[src/sv/smhd_pkg.sv]
`default_nettype none
// ----------------------------------------------------------------------------
// smhd_pkg
// shared types and constants of the sliding minimum hamming distance block
// ----------------------------------------------------------------------------
package smhd_pkg;

    localparam int MAX_LEN  = 64;
    localparam int ADDR_W   = $clog2(MAX_LEN);
    localparam int CNT_W    = $clog2(MAX_LEN + 1);
    localparam int SYM_W    = 3;
    localparam int ACT_W    = 2;
    localparam int DIST_W   = 7;
    localparam int DIST_MAX = (1 << DIST_W) - 1;

    localparam logic [ACT_W-1:0] ACT_FIRST   = 2'd0;
    localparam logic [ACT_W-1:0] ACT_SECOND  = 2'd1;
    localparam logic [ACT_W-1:0] ACT_COMPUTE = 2'd2;

    typedef struct packed {
        logic [ACT_W-1:0] action;
        logic [SYM_W-1:0] symbol;
    } t_in_word;

    typedef struct packed {
        logic [DIST_W-1:0] distance;
        logic              overflow;
    } t_out_word;

    function automatic logic [DIST_W-1:0] sat_dist(input logic [CNT_W-1:0] v);
        if (int'(v) > DIST_MAX) begin
            return DIST_W'(DIST_MAX);
        end
        return DIST_W'(v);
    endfunction

endpackage
`default_nettype wire

[src/sv/smhd_ram.sv]
`default_nettype none
// ----------------------------------------------------------------------------
// smhd_ram
// generic single write port, single read port ram with registered read
// ----------------------------------------------------------------------------
module smhd_ram #(
    parameter int WIDTH = 3,
    parameter int DEPTH = 64
) (
    input  wire                     i_clk,
    input  wire                     i_we,
    input  wire [$clog2(DEPTH)-1:0] i_waddr,
    input  wire [WIDTH-1:0]         i_wdata,
    input  wire [$clog2(DEPTH)-1:0] i_raddr,
    output logic [WIDTH-1:0]        o_rdata
);

    logic [WIDTH-1:0] r_mem [DEPTH];

    always_ff @(posedge i_clk) begin
        if (i_we) begin
            r_mem[i_waddr] <= i_wdata;
        end
        o_rdata <= r_mem[i_raddr];
    end

endmodule
`default_nettype wire

[src/sv/sliding_min_hamming_distance.sv]
`default_nettype none
// ----------------------------------------------------------------------------
// sliding_min_hamming_distance
// minimum mismatch count of the shorter of two symbol sequences over all
// alignments along the longer one
// ----------------------------------------------------------------------------
// input channel: i_in_valid / o_in_stall / i_in_word. an append word writes
// one symbol into the first or second store; append words are
// taken back to back. symbols beyond 64 per store are dropped and flagged.
// a compute word starts a walk over all offsets of the shorter sequence:
// one symbol pair is read from the two rams per cycle, and the result is
// registered after the final compare, or directly on the compute word
// when the shorter sequence is empty. the input is stalled during the
// walk; both lengths and the drop flag clear on compute.
// output channel: o_out_valid / i_out_stall / o_out_word, one result word
// per compute, held in an output register. appends are taken while the
// result waits; a further compute stalls until the result is taken.
// reset clears lengths, flag and handshake state; ram contents stay.
// ----------------------------------------------------------------------------
module sliding_min_hamming_distance
    import smhd_pkg::*;
(
    input  wire        i_clk,
    input  wire        i_rst_n,
    input  wire        i_in_valid,
    output logic       o_in_stall,
    input  t_in_word   i_in_word,
    output logic       o_out_valid,
    input  wire        i_out_stall,
    output t_out_word  o_out_word
);

    localparam logic [1:0] ST_IDLE = 2'd0;
    localparam logic [1:0] ST_RUN  = 2'd1;
    localparam logic [1:0] ST_WAIT = 2'd2;

    logic [1:0]       r_state;
    logic [CNT_W-1:0] r_cnt1, r_cnt2;
    logic             r_drop;
    logic             r_swap;
    logic [CNT_W-1:0] r_short;
    logic [ADDR_W-1:0] r_diff;
    logic [ADDR_W-1:0] r_off, r_j;
    logic             r_cmp_v, r_cmp_last, r_cmp_final;
    logic [CNT_W-1:0] r_miss, r_best;
    logic             r_ovf;
    logic             r_out_v;
    t_out_word        r_out_word;

    logic             in_acc;
    logic             is_app1, is_app2, is_comp;
    logic [CNT_W-1:0] n_short, n_long;
    logic             n_swap;
    logic             j_last, off_last;
    logic [ADDR_W-1:0] addr_s, addr_l;
    logic [ADDR_W-1:0] ram1_raddr, ram2_raddr;
    logic [SYM_W-1:0] rd1, rd2;
    logic [CNT_W-1:0] sum;
    logic [CNT_W-1:0] n_min;
    logic             we1, we2;

    assign is_app1 = i_in_word.action == ACT_FIRST;
    assign is_app2 = i_in_word.action == ACT_SECOND;
    assign is_comp = i_in_word.action == ACT_COMPUTE;

    assign o_in_stall = (r_state != ST_IDLE) || (r_out_v && is_comp);
    assign in_acc     = i_in_valid && !o_in_stall;

    assign we1 = in_acc && is_app1 && (int'(r_cnt1) < MAX_LEN);
    assign we2 = in_acc && is_app2 && (int'(r_cnt2) < MAX_LEN);

    assign n_swap  = r_cnt1 > r_cnt2;
    assign n_short = n_swap ? r_cnt2 : r_cnt1;
    assign n_long  = n_swap ? r_cnt1 : r_cnt2;

    assign j_last   = {1'b0, r_j} == (r_short - CNT_W'(1));
    assign off_last = r_off == r_diff;
    assign addr_s   = r_j;
    assign addr_l   = r_off + r_j;

    assign ram1_raddr = r_swap ? addr_l : addr_s;
    assign ram2_raddr = r_swap ? addr_s : addr_l;

    assign sum   = r_miss + CNT_W'(rd1 != rd2);
    assign n_min = (sum < r_best) ? sum : r_best;

    smhd_ram #(.WIDTH(SYM_W), .DEPTH(MAX_LEN)) u_ram1 (
        .i_clk   (i_clk),
        .i_we    (we1),
        .i_waddr (r_cnt1[ADDR_W-1:0]),
        .i_wdata (i_in_word.symbol),
        .i_raddr (ram1_raddr),
        .o_rdata (rd1)
    );

    smhd_ram #(.WIDTH(SYM_W), .DEPTH(MAX_LEN)) u_ram2 (
        .i_clk   (i_clk),
        .i_we    (we2),
        .i_waddr (r_cnt2[ADDR_W-1:0]),
        .i_wdata (i_in_word.symbol),
        .i_raddr (ram2_raddr),
        .o_rdata (rd2)
    );

    always_ff @(posedge i_clk) begin
        if (!i_rst_n) begin
            r_state <= ST_IDLE;
            r_cnt1  <= '0;
            r_cnt2  <= '0;
            r_drop  <= 1'b0;
            r_cmp_v <= 1'b0;
            r_out_v <= 1'b0;
        end else begin
            r_cmp_v <= 1'b0;
            if (r_out_v && !i_out_stall) begin
                r_out_v <= 1'b0;
            end

            // load and compute start
            if (in_acc) begin
                if (is_app1) begin
                    if (we1) begin
                        r_cnt1 <= r_cnt1 + CNT_W'(1);
                    end else begin
                        r_drop <= 1'b1;
                    end
                end else if (is_app2) begin
                    if (we2) begin
                        r_cnt2 <= r_cnt2 + CNT_W'(1);
                    end else begin
                        r_drop <= 1'b1;
                    end
                end else if (is_comp) begin
                    r_cnt1 <= '0;
                    r_cnt2 <= '0;
                    r_drop <= 1'b0;
                    if (n_short == '0) begin
                        r_out_v             <= 1'b1;
                        r_out_word.distance <= '0;
                        r_out_word.overflow <= r_drop;
                    end else begin
                        r_state <= ST_RUN;
                    end
                end
            end

            // address walk over offsets and positions
            if (r_state == ST_RUN) begin
                r_cmp_v <= 1'b1;
                if (j_last && off_last) begin
                    r_state <= ST_WAIT;
                end
            end

            // final compare closes the walk
            if (r_cmp_v && r_cmp_final) begin
                r_out_v             <= 1'b1;
                r_out_word.distance <= sat_dist(n_min);
                r_out_word.overflow <= r_ovf;
                r_state             <= ST_IDLE;
            end
        end
    end

    always_ff @(posedge i_clk) begin
        if (in_acc && is_comp) begin
            r_swap  <= n_swap;
            r_short <= n_short;
            r_diff  <= ADDR_W'(n_long - n_short);
            r_off   <= '0;
            r_j     <= '0;
            r_miss  <= '0;
            r_best  <= n_short;
            r_ovf   <= r_drop;
        end else begin
            if (r_state == ST_RUN) begin
                if (j_last) begin
                    r_j <= '0;
                    if (!off_last) begin
                        r_off <= r_off + ADDR_W'(1);
                    end
                end else begin
                    r_j <= r_j + ADDR_W'(1);
                end
            end
            if (r_cmp_v) begin
                if (r_cmp_last) begin
                    r_miss <= '0;
                    r_best <= n_min;
                end else begin
                    r_miss <= sum;
                end
            end
        end
        r_cmp_last  <= j_last;
        r_cmp_final <= j_last && off_last;
    end

    assign o_out_valid = r_out_v;
    assign o_out_word  = r_out_word;

endmodule
`default_nettype wire

[config.mk]
export PLATFORM = sky130hd
export DESIGN_NAME = sliding_min_hamming_distance
export DESIGN_NICKNAME = d
export VERILOG_FILES = /design/src/sv/smhd_pkg.sv /design/src/sv/smhd_ram.sv /design/src/sv/sliding_min_hamming_distance.sv
export SDC_FILE = /design/constraint.sdc
export NUM_CORES = 1
export LEC_CHECK = 0
export ABC_AREA = 1
export BUFFER_PORTS_ARGS = -buffer_cell sky130_fd_sc_hd__buf_2
export CAP_MARGIN = 15
export CORE_ASPECT_RATIO = 1.75
export CORE_MARGIN = 10
export CORE_UTILIZATION = 65
export DETAILED_ROUTE_END_ITERATION = 6
export GPL_TIMING_DRIVEN = 0
export HOLD_SLACK_MARGIN = 0.05
export PLACE_DENSITY_LB_ADDON = 0.12
export SLEW_MARGIN = 25
export SYNTH_ARGS = -nofsm -noshare
export SYNTH_HDL_FRONTEND = slang
export SYNTH_SLANG_ARGS = --single-unit
export TNS_END_PERCENT = 50
[constraint.sdc]
create_clock -name i_clk -period 7.7 [get_ports i_clk]
set_clock_uncertainty 0.05 [all_clocks]
set_input_delay 1.155 -clock i_clk [delete_from_list [all_inputs] [get_ports i_clk]]
set_output_delay 1.155 -clock i_clk [all_outputs]
set_load 0.01 [all_outputs]
Yosys cells after proc, flatten, opt, wreduce, memory -nomap -nowiden
Memory sizes are Yosys's and may differ from the RTL's. A register that Yosys moved wholly into a read port is not among the register bits.
Index checks and enable logic that the tools add are counted.
W data, S select, Z words.
{"block": "word_totals", "reg_bits": 70, "ramBits": 384, "inputBits": 9, "output_inout_bits": 10, "wordCells": 125, "n_memories": 2}
{"block": "op_classes", "add_sub_neg": 8, "order_cmp": 4, "eq_ne": 13, "n_mux": 46, "bitwise_logic": 3, "n_reduce_logical": 31}
{"memory": "u_ram1.r_mem", "words": 64, "word_bits": 3, "rd": 1, "rd_ports_with_merged_regs": 1, "write_ports": 1, "line_no": "smhd_ram.sv:18", "rtl": "logic [WIDTH-1:0] r_mem [DEPTH];"}
{"memory": "u_ram2.r_mem", "words": 64, "word_bits": 3, "rd": 1, "rd_ports_with_merged_regs": 1, "write_ports": 1, "line_no": "smhd_ram.sv:18"}
{"op": "$mux W7", "n": 12}
{"op": "$mux W8", "n": 6}
{"op": "$mux W6", "n": 4}
{"op": "$mux W1", "n": 17}
{"op": "$reduce_bool A2 Y1", "n": 8}
{"op": "$add A7 B1 Y7 const B", "n": 2}
{"op": "$lt A7 B7 Y1 const B", "n": 2}
{"op": "$mux W2", "n": 7}
{"op": "$add A6 B1 Y6 const B", "n": 2}
{"op": "$reduce_and A4 Y1", "n": 3}
{"op": "$logic_and A1 B1 Y1", "n": 10}
{"op": "$ne A2 B1 Y1 const B", "n": 4}
{"op": "$add A7 B1 Y7", "n": 1}
{"op": "$eq A6 B7 Y1", "n": 1}
{"op": "$gt A7 B7 Y1", "n": 1}
{"op": "$logic_not A7 Y1", "n": 1}
{"op": "$lt A7 B7 Y1", "n": 1}
{"op": "$sub A7 B1 Y7 const B", "n": 1}
{"op": "$add A6 B6 Y6", "n": 1}
{"op": "$eq A6 B6 Y1", "n": 1}
{"op": "$reduce_and A6 Y1", "n": 1}
{"op": "$sub A6 B6 Y6", "n": 1}
{"op": "$eq A2 B1 Y1 const B", "n": 2}
{"op": "$ne A2 B2 Y1 const B", "n": 2}
{"op": "11 further kinds", "n": 14}

Logic depth before layout (Yosys ltp)
{"block": "logic_depth", "ltp_word": 10, "ltp_mapped": 18, "ltp_nobuf": 18}

Cells and area by module
Synthesis repeated with hierarchy kept, for this count alone.
{"block": "unflattened", "cells_unflattened": 2049, "hier_area_um2": 20833.7}
{"module": "smhd_ram", "n_inst": 2, "cells_each": 734, "area_each_um2": 8195.4, "seq_area_each_um2": 5825.6}
{"module": "sliding_min_hamming_distance", "n_inst": 1, "cells_each": 581, "area_each_um2": 4443.0, "seq_area_each_um2": 1701.6}

Worst setup path after synthesis
Ideal clock, no wire load.
{"block": "synth_path", "path_type": "in2reg", "start": "in i_in_word[3] in the netlist's numbering", "end": "reg r_diff[0] (enable)", "setup_ps": 385, "t_arrival_ps": 2596, "t_required_ps": 7265, "slack_ps": 4669, "path_stages": 8, "n_path_buf": 1, "path_cell_list": "inv_1 -> ha_1 -> nand2_1 -> nand4_2 -> inv_2 -> nand2_1 -> inv_1 -> buf_1"}
{"block": "synth_between", "elab_chain_cells": 6}
{"item": "start, declared", "line_no": "sliding_min_hamming_distance.sv:27", "rtl": "input t_in_word i_in_word,"}
{"item": "$eq A2 B2 Y1 (*)", "line_no": "sliding_min_hamming_distance.sv:64", "rtl": "assign is_comp = i_in_word.action == ACT_COMPUTE;"}
{"item": "$logic_and A1 B1 Y1", "line_no": "sliding_min_hamming_distance.sv:66", "rtl": "assign o_in_stall = (r_state != ST_IDLE) || (r_out_v && is_comp);"}
{"item": "$logic_or A1 B1 Y1", "line_no": "sliding_min_hamming_distance.sv:66"}
{"item": "$logic_not A1 Y1", "line_no": "sliding_min_hamming_distance.sv:67", "rtl": "assign in_acc = i_in_valid && !o_in_stall;"}
{"item": "$logic_and A1 B1 Y1", "line_no": "sliding_min_hamming_distance.sv:67"}
{"item": "$logic_and A1 B1 Y1 (*)", "line_no": "sliding_min_hamming_distance.sv:166", "rtl": "if (in_acc && is_comp) begin"}
{"item": "end signal, assigned", "line_no": "sliding_min_hamming_distance.sv:169", "rtl": "r_diff <= ADDR_W'(n_long - n_short);"}
{"item": "end, declared", "line_no": "sliding_min_hamming_distance.sv:42", "rtl": "logic [ADDR_W-1:0] r_diff;"}
Every way passes the cells marked *; elsewhere a longest branch is shown, timed or not.
A chain may end at the register's enable or synchronous reset.

Worst setup path in the final report
{"block": "layout_path", "start": "in i_in_word[3] in the netlist's numbering", "end": "mem u_ram2.r_mem[59][0] (enable)"}
{"block": "layout_between", "elab_chain_cells": 9, "elab_cells_between_ends": 10, "cone_classes": "eq/ne: 2; mux: 2; reduce/logical: 6"}
{"item": "$eq A2 B2 Y1", "line_no": "sliding_min_hamming_distance.sv:64"}
{"item": "$logic_and A1 B1 Y1", "line_no": "sliding_min_hamming_distance.sv:66"}
{"item": "$logic_or A1 B1 Y1", "line_no": "sliding_min_hamming_distance.sv:66"}
{"item": "$logic_not A1 Y1", "line_no": "sliding_min_hamming_distance.sv:67"}
{"item": "$logic_and A1 B1 Y1", "line_no": "sliding_min_hamming_distance.sv:67"}
{"item": "$logic_and A1 B1 Y1 (*) (2 in a row)", "line_no": "sliding_min_hamming_distance.sv:70", "rtl": "assign we2 = in_acc && is_app2 && (int'(r_cnt2) < MAX_LEN);"}
{"item": "$mux W1 (*)", "line_no": "smhd_ram.sv:21", "rtl": "if (i_we) begin"}
{"item": "$mux W1 (not written as such) (*)", "line_no": "smhd_ram.sv:22", "rtl": "r_mem[i_waddr] <= i_wdata;"}
{"item": "end, declared", "line_no": "smhd_ram.sv:18"}
Marked as above.

==> impl_metrics.tcl <==
set metrics [dict create \
    synth_edf_count 414 \
    pwr-share-comb 0.233 \
    intPower_mw 4.391 \
    ioPinCount 19 \
    place_congestion 0.9941 \
    placementRows 87 \
    start_kind "input port" \
    synth_cells 2114 \
    fmax_mhz 290.8 \
    clock_sinks 460 \
    slew_viol_final 0 \
    multi_input_area_mm2 0.006635 \
    final_cell_mix "nand2_1, edfxtp_1, nor2_1" \
    holdWs_ns 0.4182 \
    hold_viol 0 \
    p_sw_frac 0.3079 \
    ir_drop_mv 0.2421 \
    antennaDiodeCount 0 \
    layout_commonest_cell "nand2_1" \
    portBuffers 18 \
    yosysSeqAreaShare 0.6330 \
    clk_latency_ns 0.54 \
    grt_start_max_net_pins 76 \
    synth.avg_cell_area_um2 9.978 \
    yosysWarnings 0 \
    synth_mux_area_frac 0 \
    grt_pass1_wl_um 86220 \
    maxCapViolations 0 \
    overflow 0 \
    area_growth_pct 9.633 \
    hold_class "flip-flop to flip-flop" \
    grt_pass1_vias 15620 \
    regArea_mm2 0.01335 \
    ctsHoldBuffers 0 \
    start_util 0.6569 \
    fin_crit_sh 0.4465 \
    synthAdderAreaFrac 0.01874 \
    max_slew_margin 0.4394 \
    critical_path_arrival_ns 3.58 \
    die_area_mm2 0.04034 \
    worstPathRequired_ns 7.84 \
    pwr-share-clk 0.328 \
    synth_compound_area_frac 0.08512 \
    cts-root-buf "clkbuf_16" \
    yosys.area_share.simple 0.1988 \
    worstSetupPathType "input port to flip-flop" \
    crit_fanout 8 \
    power_mw 6.345 \
    cts.htree.levels 2 \
    drc 0 \
    cts_resized 0 \
    place_area_mm2 0.02179 \
    fin_area_mm2 0.02313 \
    slowest_stage "nand3_1" \
    drive_gt1_frac 0.09202 \
    worst_pin_slew_ns 0.8385 \
    leakage_nw 8.739 \
    p_per_area_mw_per_mm2 274.4 \
    synth_xor_area_frac 0.01186 \
    n_fill_cell 2345 \
    worst_slack_ns 4.262 \
    status "complete, no violations" \
    hpwl_um 40170 \
    cts-buffers-inserted 40 \
    cts_tree "done" \
    clock_path_buffers 3 \
    netlist_area_mm2 0.02109 \
    core_mm2 0.03211 \
    finalSetupViolCount 0 \
    first_iter_violations 1640 \
    yosysUniqueCellTypes 48 \
    crit_path_start "i_in_word[3]" \
    path_clk_slew_ns 0.07 \
    via_count 15480 \
    p_seq_frac 0.440 \
    vias_per_cell 5.939 \
    syn-num-nets 2154 \
    grt.total_usage 0.2816 \
    die_w_um 156.2 \
    p_sw_mw 1.954 \
    ant_nets 0 \
    rr_startpoint "r_cnt2[2]$_SDFFE_PN0P_" \
    drt-total-wl_um 56690 \
    crit_chain "buf_2, inv_1, ha_1, nand2_1, nand4_2, nor3_1, inv_1, nor2_1, nand3_1, nor2_1" \
    synth_top_family_by_area "simple AND/OR/NAND/NOR gates" \
    crit_path_end_kind "flip-flop" \
    layout.nets 2217 \
    antenna_found_initial 0 \
    dominantRegCellSynth "edfxtp_1" \
    rsz0062_at_grt "false" \
    place_ws_ns 3.803 \
    postCtsSetupBuffers 0 \
    synth.ff_latch_count 460 \
    setup_tns_ns 0 \
    fin_crit_ns 3.438 \
    dr.pass1.iters 6 \
    routed_wire_length_per_instance_um 21.75 \
    die_y_um 258.3 \
    max_stage_delay_ns 0.66 \
    min_from "r_drop$_SDFFE_PN0P_" \
    async_flop_share 0 \
]
[layer usage]
layer | wire (µm) | vias to the layer above | global-route usage
li1 | - | 7277 | -
met1 | 18190 | 7278 | 0.2811
met2 | 30350 | 699 | 0.5191
met3 | 3495 | 224 | 0.03516
met4 | 4646 | 0 | 0.2084
met5 | 0 | - | 0
[synth_stat cells, types with 11 or more instances]
library cell | number | area share
nand4_1 | 19 | 0.0056
nand2_1 | 469 | 0.083
nor3_1 | 11 | 0.0026
o211ai_1 | 15 | 0.0053
nand2_2 | 16 | 0.0047
buf_6 | 12 | 0.0064
dfxtp_1 | 46 | 0.044
a21oi_1 | 37 | 0.0088
edfxtp_1 | 414 | 0.59
inv_1 | 149 | 0.027
o21ai_0 | 166 | 0.039
ha_1 | 30 | 0.018
nand3_1 | 110 | 0.026
nor2_1 | 395 | 0.070
xor2_1 | 17 | 0.0071
o211ai_2 | 15 | 0.0089
clkbuf_1 | 18 | 0.0032
o21ai_1 | 62 | 0.015
buf_2 | 47 | 0.011
[worst paths after layout]
check,endpoint,slack [ns],depth (start not counted)
hold reg to reg,r_ovf$_DFFE_PP_,0.42,0
hold / removal,r_ovf$_DFFE_PP_,0.42,0
setup reg to reg,o_out_word[7]$_SDFFCE_PN0P_,4.30,16
setup / recovery,u_ram2.r_mem[59][0]$_DFFE_PP_,4.26,10
[sequential cells by signal, indices dropped and copies added, names as in the netlist]
signal          count
u_ram1.r_mem      192
u_ram2.r_mem      192
o_out_word          8
r_best              7
r_cnt1              7
r_cnt2              7
r_miss              7
r_short             7
addr_s              6
r_diff              6
r_off               6
u_ram1.o_rdata      3
u_ram2.o_rdata      3
r_state             2
o_out_valid         1
r_cmp_final         1
r_cmp_last          1
r_cmp_v             1
r_drop              1
r_ovf               1
r_swap              1
[per-stage QoR]
| step | utilization | std cells |
|---|---|---|
| after floorplan | - | 2114 |
| after global placement | 0.6753 | 2532 |
| after detailed placement | 0.6785 | 2535 |
| after CTS | 0.7202 | 2606 |
| after global routing | 0.7202 | 2606 |
| final | 0.7202 | 2606 |
[critical path: cells and delay by family]
kind,cells,cell delay (ns)
buffers and inverters,3,0.29
AND/OR/NAND/NOR,6,1.91
adder cells (fa/ha/maj),1,0.22
[final cells by class]
| cell class | count | area share |
|---|---|---|
| Sequential cell | 460 | 0.5774 |
| Multi-Input combinational cell | 1406 | 0.2869 |
| Clock buffer | 49 | 0.04610 |
| Inverter | 163 | 0.02656 |
| Tap cell | 400 | 0.02164 |
| Buffer | 85 | 0.02132 |
| Clock inverter | 22 | 0.01179 |
| Timing Repair Buffer | 21 | 0.008278 |
[power groups by stage]
stage,Combinational (mW),Sequential (mW),Clock (mW)
2_1_floorplan,0.941,2.84,0
3_3_place_gp,1.41,2.85,0
3_5_place_dp,1.44,2.84,0
4_1_cts,1.45,2.79,2.09
5_1_grt,1.62,2.79,2.18
6_report,1.48,2.79,2.08
[cell families after synthesis]
logic type / Yosys count
AOI/OAI and AO/OA: 314
xor gates and xnor gates: 27
adders and majority gates: 31
buffers and inverters: 248
DFF: 460
and+or+nand+nor: 1034
Power figures use the tool's default switching activity.
